[src/rtl/core/unique_id_set_with_compaction_defines.svh]
// Assertion macros for the unique ID set block.
// Included by RTL files that carry concurrent checks; no other dependencies.
`ifndef UNIQUE_ID_SET_WITH_COMPACTION_DEFINES_SVH
`define UNIQUE_ID_SET_WITH_COMPACTION_DEFINES_SVH

`ifndef SYNTH

// Expression must hold at every clock edge outside reset
`define UISC_ASSERT(name, clk, rst_n, expr) \
    name: assert property (@(posedge clk) disable iff (!rst_n) (expr)) \
        else $error("%m: check failed");

// Antecedent implies consequent in the same cycle
`define UISC_ASSERT_IMPL(name, clk, rst_n, ante, cons) \
    name: assert property (@(posedge clk) disable iff (!rst_n) (ante) |-> (cons)) \
        else $error("%m: check failed");

// Antecedent implies consequent in the next cycle
`define UISC_ASSERT_NEXT(name, clk, rst_n, ante, cons) \
    name: assert property (@(posedge clk) disable iff (!rst_n) (ante) |=> (cons)) \
        else $error("%m: check failed");

`else

`define UISC_ASSERT(name, clk, rst_n, expr)
`define UISC_ASSERT_IMPL(name, clk, rst_n, ante, cons)
`define UISC_ASSERT_NEXT(name, clk, rst_n, ante, cons)

`endif

`endif

[src/rtl/core/uisc_pkg.sv]
// Shared types, codes and field widths for the unique ID set block.
// No dependencies; used by uisc_cell and the top level.
package uisc_pkg;

    // Default parameter values
    localparam int CAPACITY_DEF  = 64;
    localparam int CODE_BITS_DEF = 16;

    // Field widths on the stream ports
    localparam int OP_W        = 2;
    localparam int CODE_W      = 16;
    localparam int STATUS_W    = 3;
    localparam int POS_W       = 6;
    localparam int COUNT_W     = 7;
    localparam int S_TDATA_W   = 16;
    localparam int S_TUSER_W   = 2;
    localparam int RESULT_W    = STATUS_W + 1 + POS_W + COUNT_W;
    localparam int M_TDATA_W   = ((RESULT_W + 7) / 8) * 8;

    // Operation codes
    localparam logic [OP_W-1:0] OP_INSERT = 2'd0;
    localparam logic [OP_W-1:0] OP_DELETE = 2'd1;
    localparam logic [OP_W-1:0] OP_LOOKUP = 2'd2;

    // Result status codes
    localparam logic [STATUS_W-1:0] ST_INSERTED = 3'd0;
    localparam logic [STATUS_W-1:0] ST_PRESENT  = 3'd1;
    localparam logic [STATUS_W-1:0] ST_HIT      = 3'd2;
    localparam logic [STATUS_W-1:0] ST_MISS     = 3'd3;
    localparam logic [STATUS_W-1:0] ST_FULL     = 3'd4;

    // Decoded request, broadcast to every cell while a search runs
    typedef struct packed {
        logic ins;
        logic del;
    } uisc_cmd_t;

    // Search token handed from cell to cell
    typedef struct packed {
        logic active;
        logic hit;
        logic ins;
    } uisc_probe_t;

endpackage

[src/rtl/core/uisc_cell.sv]
// One storage cell of the ID row: holds an entry, compares it against the
// passing search token and shifts or inserts. Depends on uisc_pkg.
module uisc_cell #(
    parameter int CAPACITY  = uisc_pkg::CAPACITY_DEF,
    parameter int CODE_BITS = uisc_pkg::CODE_BITS_DEF,
    parameter int IDX       = 0,
    localparam int IDX_W    = $clog2(CAPACITY),
    localparam int CNT_W    = $clog2(CAPACITY + 1)
) (
    input  logic                  aclk,
    input  logic                  aresetn,
    input  uisc_pkg::uisc_cmd_t   cmd_i,
    input  logic [CODE_BITS-1:0]  key_i,
    input  logic [CNT_W-1:0]      count_i,
    input  uisc_pkg::uisc_probe_t probe_i,
    input  logic [IDX_W-1:0]      pos_i,
    input  logic [CODE_BITS-1:0]  right_entry_i,
    output logic [CODE_BITS-1:0]  entry_o,
    output uisc_pkg::uisc_probe_t probe_o,
    output logic [IDX_W-1:0]      pos_o
);
    import uisc_pkg::*;

    logic [CODE_BITS-1:0] entry_reg, entry_next;
    uisc_probe_t          probe_reg, probe_next;
    logic [IDX_W-1:0]     pos_reg, pos_next;

    logic cell_valid;
    logic match;
    logic do_shift;
    logic do_ins;

    assign cell_valid = CNT_W'(IDX) < count_i;
    assign match      = probe_i.active & cell_valid & (entry_reg == key_i);
    // after a delete hit every later valid entry moves down one place
    assign do_shift   = probe_i.active & cmd_i.del & cell_valid & (probe_i.hit | match);
    // first free cell takes the key when nothing matched
    assign do_ins     = probe_i.active & cmd_i.ins & ~cell_valid & ~probe_i.hit & ~probe_i.ins;

    always_comb begin
        entry_next = entry_reg;
        if (do_shift) begin
            entry_next = right_entry_i;
        end else if (do_ins) begin
            entry_next = key_i;
        end
    end

    always_comb begin
        probe_next.active = probe_i.active;
        probe_next.hit    = probe_i.hit | match;
        probe_next.ins    = probe_i.ins | do_ins;
        pos_next          = (match | do_ins) ? IDX_W'(IDX) : pos_i;
    end

    always_ff @(posedge aclk) begin
        if (!aresetn) begin
            probe_reg <= '0;
        end else begin
            probe_reg <= probe_next;
        end
    end

    always_ff @(posedge aclk) begin
        entry_reg <= entry_next;
        pos_reg   <= pos_next;
    end

    assign entry_o = entry_reg;
    assign probe_o = probe_reg;
    assign pos_o   = pos_reg;

endmodule

[src/rtl/core/unique_id_set_with_compaction.sv]
// Top level of the unique ID set: request decode, entry count, cell row
// and result register. Depends on uisc_pkg, uisc_cell and the defines header.
`include "unique_id_set_with_compaction_defines.svh"

// Ordered set of distinct ID codes held in a row of CAPACITY cells. A request
// (insert, delete, lookup) launches a search token that walks the row one cell
// per cycle; each cell compares its entry as the token passes, a delete moves
// later entries down one place behind the token, and an insert lands in the
// first free cell. The token passes start_reg and then each cell's register;
// when it leaves the last cell the result enters the output register. Only one
// request is in the row at a time: the next request is taken once its result
// has entered the output register. A finished result may wait in the output
// register while the next request is already being worked on; the result after
// it then waits in a spare register and no further request is taken until that
// one has moved on. Op code 3 is treated as lookup.
module unique_id_set_with_compaction #(
    parameter int CAPACITY  = uisc_pkg::CAPACITY_DEF,
    parameter int CODE_BITS = uisc_pkg::CODE_BITS_DEF
) (
    input  logic                           aclk,
    input  logic                           aresetn,
    input  logic                           s_tvalid,
    output logic                           s_tready,
    input  logic [uisc_pkg::S_TDATA_W-1:0] s_tdata,   // code[15:0]
    input  logic [uisc_pkg::S_TUSER_W-1:0] s_tuser,   // op[1:0]
    output logic                           m_tvalid,
    input  logic                           m_tready,
    output logic [uisc_pkg::M_TDATA_W-1:0] m_tdata    // status[2:0], found[3],
                                                      // position[9:4], count[16:10]
);
    import uisc_pkg::*;

    localparam int IDX_W = $clog2(CAPACITY);
    localparam int CNT_W = $clog2(CAPACITY + 1);

    logic                 s_accept;
    logic                 m_accept;
    uisc_cmd_t            cmd_in;

    logic                 busy_reg, busy_next;
    uisc_probe_t          start_reg, start_next;
    uisc_cmd_t            cmd_reg;
    logic [CODE_BITS-1:0] key_reg;
    logic [CNT_W-1:0]     count_reg, count_next;

    logic                 m_tvalid_reg, m_tvalid_next;
    logic [M_TDATA_W-1:0] m_tdata_reg, m_tdata_next;
    logic                 hold_valid_reg, hold_valid_next;
    logic [M_TDATA_W-1:0] hold_data_reg, hold_data_next;

    logic [CODE_BITS-1:0] entry_q [CAPACITY];
    uisc_probe_t          probe_q [CAPACITY+1];
    logic [IDX_W-1:0]     pos_q   [CAPACITY+1];

    logic                 chain_done;
    uisc_probe_t          end_probe;
    logic [STATUS_W-1:0]  res_status;
    logic                 res_found;
    logic [IDX_W-1:0]     res_pos;
    logic [M_TDATA_W-1:0] res_word;

    assign s_tready = ~busy_reg;
    assign s_accept = s_tvalid & s_tready;
    assign m_accept = m_tvalid_reg & m_tready;

    always_comb begin
        cmd_in = '0;
        unique case (s_tuser)
            OP_INSERT: cmd_in.ins = 1'b1;
            OP_DELETE: cmd_in.del = 1'b1;
            default:   cmd_in     = '0;   // lookup, spare code included
        endcase
    end

    // ---- cell row ----
    assign probe_q[0] = start_reg;
    assign pos_q[0]   = '0;

    for (genvar i = 0; i < CAPACITY; i++) begin : g_cell
        uisc_cell #(
            .CAPACITY  (CAPACITY),
            .CODE_BITS (CODE_BITS),
            .IDX       (i)
        ) u_cell (
            .aclk          (aclk),
            .aresetn       (aresetn),
            .cmd_i         (cmd_reg),
            .key_i         (key_reg),
            .count_i       (count_reg),
            .probe_i       (probe_q[i]),
            .pos_i         (pos_q[i]),
            .right_entry_i (entry_q[(i + 1 < CAPACITY) ? i + 1 : i]),
            .entry_o       (entry_q[i]),
            .probe_o       (probe_q[i+1]),
            .pos_o         (pos_q[i+1])
        );
    end

    assign end_probe  = probe_q[CAPACITY];
    assign chain_done = end_probe.active;

    // ---- result formation ----
    always_comb begin
        res_found  = end_probe.hit;
        res_pos    = pos_q[CAPACITY];
        count_next = count_reg;
        if (cmd_reg.ins) begin
            if (end_probe.ins) begin
                res_status = ST_INSERTED;
            end else if (end_probe.hit) begin
                res_status = ST_PRESENT;
            end else begin
                res_status = ST_FULL;
            end
        end else begin
            res_status = end_probe.hit ? ST_HIT : ST_MISS;
        end
        if (chain_done) begin
            if (cmd_reg.ins && end_probe.ins) begin
                count_next = count_reg + CNT_W'(1);
            end else if (cmd_reg.del && end_probe.hit) begin
                count_next = count_reg - CNT_W'(1);
            end
        end
    end

    assign res_word = M_TDATA_W'({COUNT_W'(count_next), POS_W'(res_pos), res_found, res_status});

    // ---- control and output staging ----
    always_comb begin
        busy_next        = busy_reg;
        start_next       = '0;
        start_next.active = s_accept;
        m_tvalid_next    = m_tvalid_reg;
        m_tdata_next     = m_tdata_reg;
        hold_valid_next  = hold_valid_reg;
        hold_data_next   = hold_data_reg;

        if (m_accept) begin
            m_tvalid_next = 1'b0;
        end

        if (hold_valid_reg && (!m_tvalid_reg || m_tready)) begin
            m_tvalid_next   = 1'b1;
            m_tdata_next    = hold_data_reg;
            hold_valid_next = 1'b0;
            busy_next       = 1'b0;
        end

        if (chain_done) begin
            if (!m_tvalid_reg || m_tready) begin
                m_tvalid_next = 1'b1;
                m_tdata_next  = res_word;
                busy_next     = 1'b0;
            end else begin
                hold_valid_next = 1'b1;
                hold_data_next  = res_word;
            end
        end

        if (s_accept) begin
            busy_next = 1'b1;
        end
    end

    always_ff @(posedge aclk) begin
        if (!aresetn) begin
            busy_reg       <= 1'b0;
            start_reg      <= '0;
            count_reg      <= '0;
            m_tvalid_reg   <= 1'b0;
            hold_valid_reg <= 1'b0;
        end else begin
            busy_reg       <= busy_next;
            start_reg      <= start_next;
            count_reg      <= count_next;
            m_tvalid_reg   <= m_tvalid_next;
            hold_valid_reg <= hold_valid_next;
        end
    end

    always_ff @(posedge aclk) begin
        m_tdata_reg   <= m_tdata_next;
        hold_data_reg <= hold_data_next;
        if (s_accept) begin
            cmd_reg <= cmd_in;
            key_reg <= CODE_BITS'(s_tdata[CODE_W-1:0]);
        end
    end

    assign m_tvalid = m_tvalid_reg;
    assign m_tdata  = m_tdata_reg;

    // ---- checks ----
    `UISC_ASSERT(a_count_range, aclk, aresetn, count_reg <= CNT_W'(CAPACITY))
    `UISC_ASSERT_NEXT(a_accept_busy, aclk, aresetn, s_accept, busy_reg)
    `UISC_ASSERT_IMPL(a_done_busy, aclk, aresetn, chain_done, busy_reg)
    `UISC_ASSERT_IMPL(a_hold_behind_out, aclk, aresetn, hold_valid_reg, m_tvalid_reg && busy_reg)
    `UISC_ASSERT_NEXT(a_count_quiet, aclk, aresetn, !chain_done, $stable(count_reg))

endmodule
[config.mk]
export PLATFORM = sky130hd
export DESIGN_NAME = unique_id_set_with_compaction
export DESIGN_NICKNAME = d
export VERILOG_FILES = /design/src/rtl/core/uisc_pkg.sv /design/src/rtl/core/uisc_cell.sv /design/src/rtl/core/unique_id_set_with_compaction.sv
export VERILOG_INCLUDE_DIRS = /design/src /design/src/rtl/core
export SDC_FILE = /design/constraint.sdc
export NUM_CORES = 2
export LEC_CHECK = 0
export ABC_AREA = 1
export BUFFER_PORTS_ARGS = -buffer_cell sky130_fd_sc_hd__buf_2
export CAP_MARGIN = 5
export CORE_UTILIZATION = 40
export DETAILED_ROUTE_END_ITERATION = 8
export GPL_TIMING_DRIVEN = 0
export HOLD_SLACK_MARGIN = 0.08
export MAX_ROUTING_LAYER = met4
export PLACE_DENSITY_LB_ADDON = 0.3
export SETUP_SLACK_MARGIN = 0.02
export SLEW_MARGIN = 20
export SYNTH_ARGS = -nofsm -noshare
export SYNTH_HDL_FRONTEND = slang
export SYNTH_HIERARCHICAL = 1
export SYNTH_SLANG_ARGS = --single-unit
export TNS_END_PERCENT = 50
[constraint.sdc]
create_clock -name aclk -period 7.6 [get_ports aclk]
set_input_delay 1.52 -clock aclk [delete_from_list [all_inputs] [get_ports aclk]]
set_output_delay 1.52 -clock aclk [all_outputs]
set_load 0.01 [all_outputs]
==> flow_summary.yaml <==
synthesis:
  synth_edf_count: 1059
  synth_area_leaders: "edfxtp_1 35%, nand2_1 20%, dfxtp_1 14%"
  synth_top_family_by_area: "simple AND/OR/NAND/NOR gates"
  synth_warnings: 6
  synth_seq_cells: 1670
  synth_adder_area_share_pct: 0.0277
  muxShareOfSynthArea_pct: 0.0568
  synth.avg_cell_area_um2: 7.30
  yosys.area.top_type: "edfxtp_1"
  ys_types: 55
  synth_simple_gate_area_share_pct: 37.9
  syn_area_um2: 90300
  syn-instance-count: 12400
  synth_top_area_share_pct: 35.2
  yosys_most_used_dff: "edfxtp_1"
  synth-compound-area-share_pct: 1.41
  synthArstFlopShare_pct: 0
  synth_xor_area_share_pct: 1.57
  yosysSeqAreaShare_pct: 48.8
grt:
  grt-ovfl-total: 0
  antenna_found_initial: 0
  grt_start_max_net_pins: 98
  grt_pass1_wl_mm: 360
  gr-usage-all-layers_pct: 19.9
  grt_pass1_vias: 67400
timing:
  final.min_clock_period_ps: 3780
  fin_skew_ps: 23.6
  rsz0062_at_grt: "no"
  fmax_mhz: 265
  finalMaxSlewViolations: 0
  hold_viol: 0
  setup_slack_ps: 3820
  setup_viol: 0
  worstMarginPinSlew_ps: 774
  relSlewSlack_pct: 48.4
  period_share_pct: 49.7
clock_network:
  cts_hold_buf: 0
  post-cts-setup-buffers: 0
  tritoncts.num_buffers: 180
  cts_buffer_depth: 3
  cts-htree-levels: 4
  cts_sinks: 1670
  clockRootBuffer: "clkbuf_16"
  clk_latency_ps: 830
  cts_resized: 0
  clk_pin_slew_ps: 60
  cts_tree: "built"
setup_path:
  crit_path_end_kind: "flop"
  critPathKind: "reg2reg"
  crit_slowest_cell: "edfxtp_1"
  required_ps: 8040
  cp.arrival_ps: 4220
  cp_max_fo: 17
  crit_buf_inv: 7
  max_stage_delay_ps: 830
  crit_path_cell_trace: "buf_8, buf_8, buf_16, buf_8, buf_8, inv_1, nand2_1, nand2_1, nor2_1, nand2_1, nor2_1, nand3_2, nand2_4, nand2_4, buf_6, nand2_1"
  critPathLaunchType: "flop"
  crit_family: "simple AND/OR/NAND/NOR gates"
place:
  pre_cts_slack_ps: 3890
  hpwlAfterDp_mm: 164
  dp.cells: 15600
  port_buffers: 47
  gp_congestion: 0.813
layout:
  stdcell_count: 16000
  syn2layout_area_growth_pct: 15.3
  fin_util_pct: 46.3
  fin_nets: 12800
  layout_commonest_cell: "nand2_1"
  largest_reg_flops: 1024
  drive_gt1_share_pct: 9.47
  fill_cells: 21700
  most-common-layout-cells: "4,769 x nand2_1, 2,020 x inv_1, 1,621 x nor2_1"
  multiInputGateArea_um2: 37000
  seq_area_um2: 44100
pwr:
  cellPowerDensity_nw_per_um2: 196
  vdd_ir_drop_max_mv: 0.234
  p_leak_nw: 53.3
drt:
  first_pass_iters: 6
  vias: 73000
  totalWireLength_mm: 222
  dr_wl_met2_mm: 100
  drc: 0
  dr_wl_met3_mm: 11.7
  topRoutingLayerUsed: "met4"
  drt-vias-per-instance: 4.57
  met1_length_mm: 105
  drt.antenna.violating_nets: 0
  wire_per_inst_um: 13.9
  drtIter0Drc: 5522
run:
  drv_cap: 0
die:
  die_w_um: 477
  dieArea_um2: 228000
  start_util_pct: 40.2
  num_rows: 174
  coreArea_um2: 224000
  die_h_um: 477
  ios: 48
status:
  outcome: "completed"
worst_hold_path:
  hold_path_class: "reg2reg"
[path summary, 6_finish.rpt]
check	startpoint	end	slack [ps]	cells after the start
worst max-delay path	key_reg[4]	g_cell[56].u_cell/entry_o[12]	3820	16
worst max register to register	key_reg[4]	g_cell[56].u_cell/entry_o[12]	3820	16
worst min register to register	g_cell[41].u_cell/pos_o[0]	g_cell[42].u_cell/pos_o[0]	400	2
worst min-delay path	g_cell[41].u_cell/pos_o[0]	g_cell[42].u_cell/pos_o[0]	400	2
[layout make-up]
| cell class | count | area share, % |
|---|---|---|
| timing repair buffer | 257 | 3.63 |
| antenna | 1 | 0.00241 |
| inverter | 2043 | 7.37 |
| buffer | 203 | 1.50 |
| sequential | 1670 | 42.4 |
| multi-input combinational | 8461 | 35.6 |
| tap | 2992 | 3.60 |
| clock inverter | 77 | 0.710 |
| clock buffer | 261 | 5.24 |
[per-layer routing]
| metal | track usage (%) | vias to the layer above |
|---|---|---|
| li1 | - | 38700 |
| met1 | 26.8 | 32400 |
| met2 | 31.5 | 1579 |
| met3 | 2.50 | 315 |
| met4 | 5.19 | 0 |
| met5 | - | - |
[worst reg2reg max path: stages, from the launching register on]
cell and delay [ps]:
edfxtp_1 830, buf_8 260, buf_8 200, buf_16 180
buf_8 180, buf_8 200, inv_1 80, nand2_1 60
nand2_1 50, nor2_1 90, nand2_1 60, nor2_1 120
nand3_2 140, nand2_4 150, nand2_4 90, buf_6 150
nand2_1 570
[where the power goes]
group          internal (mW)  switching, mW  leakage (nW)
registers               9.78         0.0655          14.6
clock network           5.26           3.76          3.08
logic                  0.600          0.969          35.6
total                   15.6           4.79          53.3
[synthesized netlist by cell type (47+ instances only)]
cell type	n
nand3_1	1128
nand3_2	59
nor2_1	1622
inv_1	2020
xor2_1	47
nand2_1	4769
xnor2_1	113
edfxtp_1	1059
a21oi_1	84
nand2_4	123
buf_6	68
nor2_2	109
or2_2	149
buf_4	67
dfxtp_1	611
[per-stage QoR]
step                      power [mW]  hold WS [ps]  TNS [ps]  area, um2
after CTS                       20.6           396         0     104000
after detailed placement        11.6           391         0      97800
final                           20.4           397         0     104000
after global routing            21.2           405         0     104000
after floorplan                 11.2           386         0      90300
after global placement          11.9           386  -1622790      94300
[logic make-up (layout without fill, tap and decap cells)]
| kind of cell | count (synthesis) | count (layout) |
|---|---|---|
| simple gates | 8087 | 8087 |
| buf+inv | 2246 | 2841 |
| flops | 1670 | 1670 |
| compound gates | 198 | 198 |
| xor+xnor | 161 | 161 |
| mux | 5 | 5 |
| fa+ha+maj | 2 | 2 |
| other cells | 1 | 9 |
Note: power is estimated with default switching activity, not from simulation.
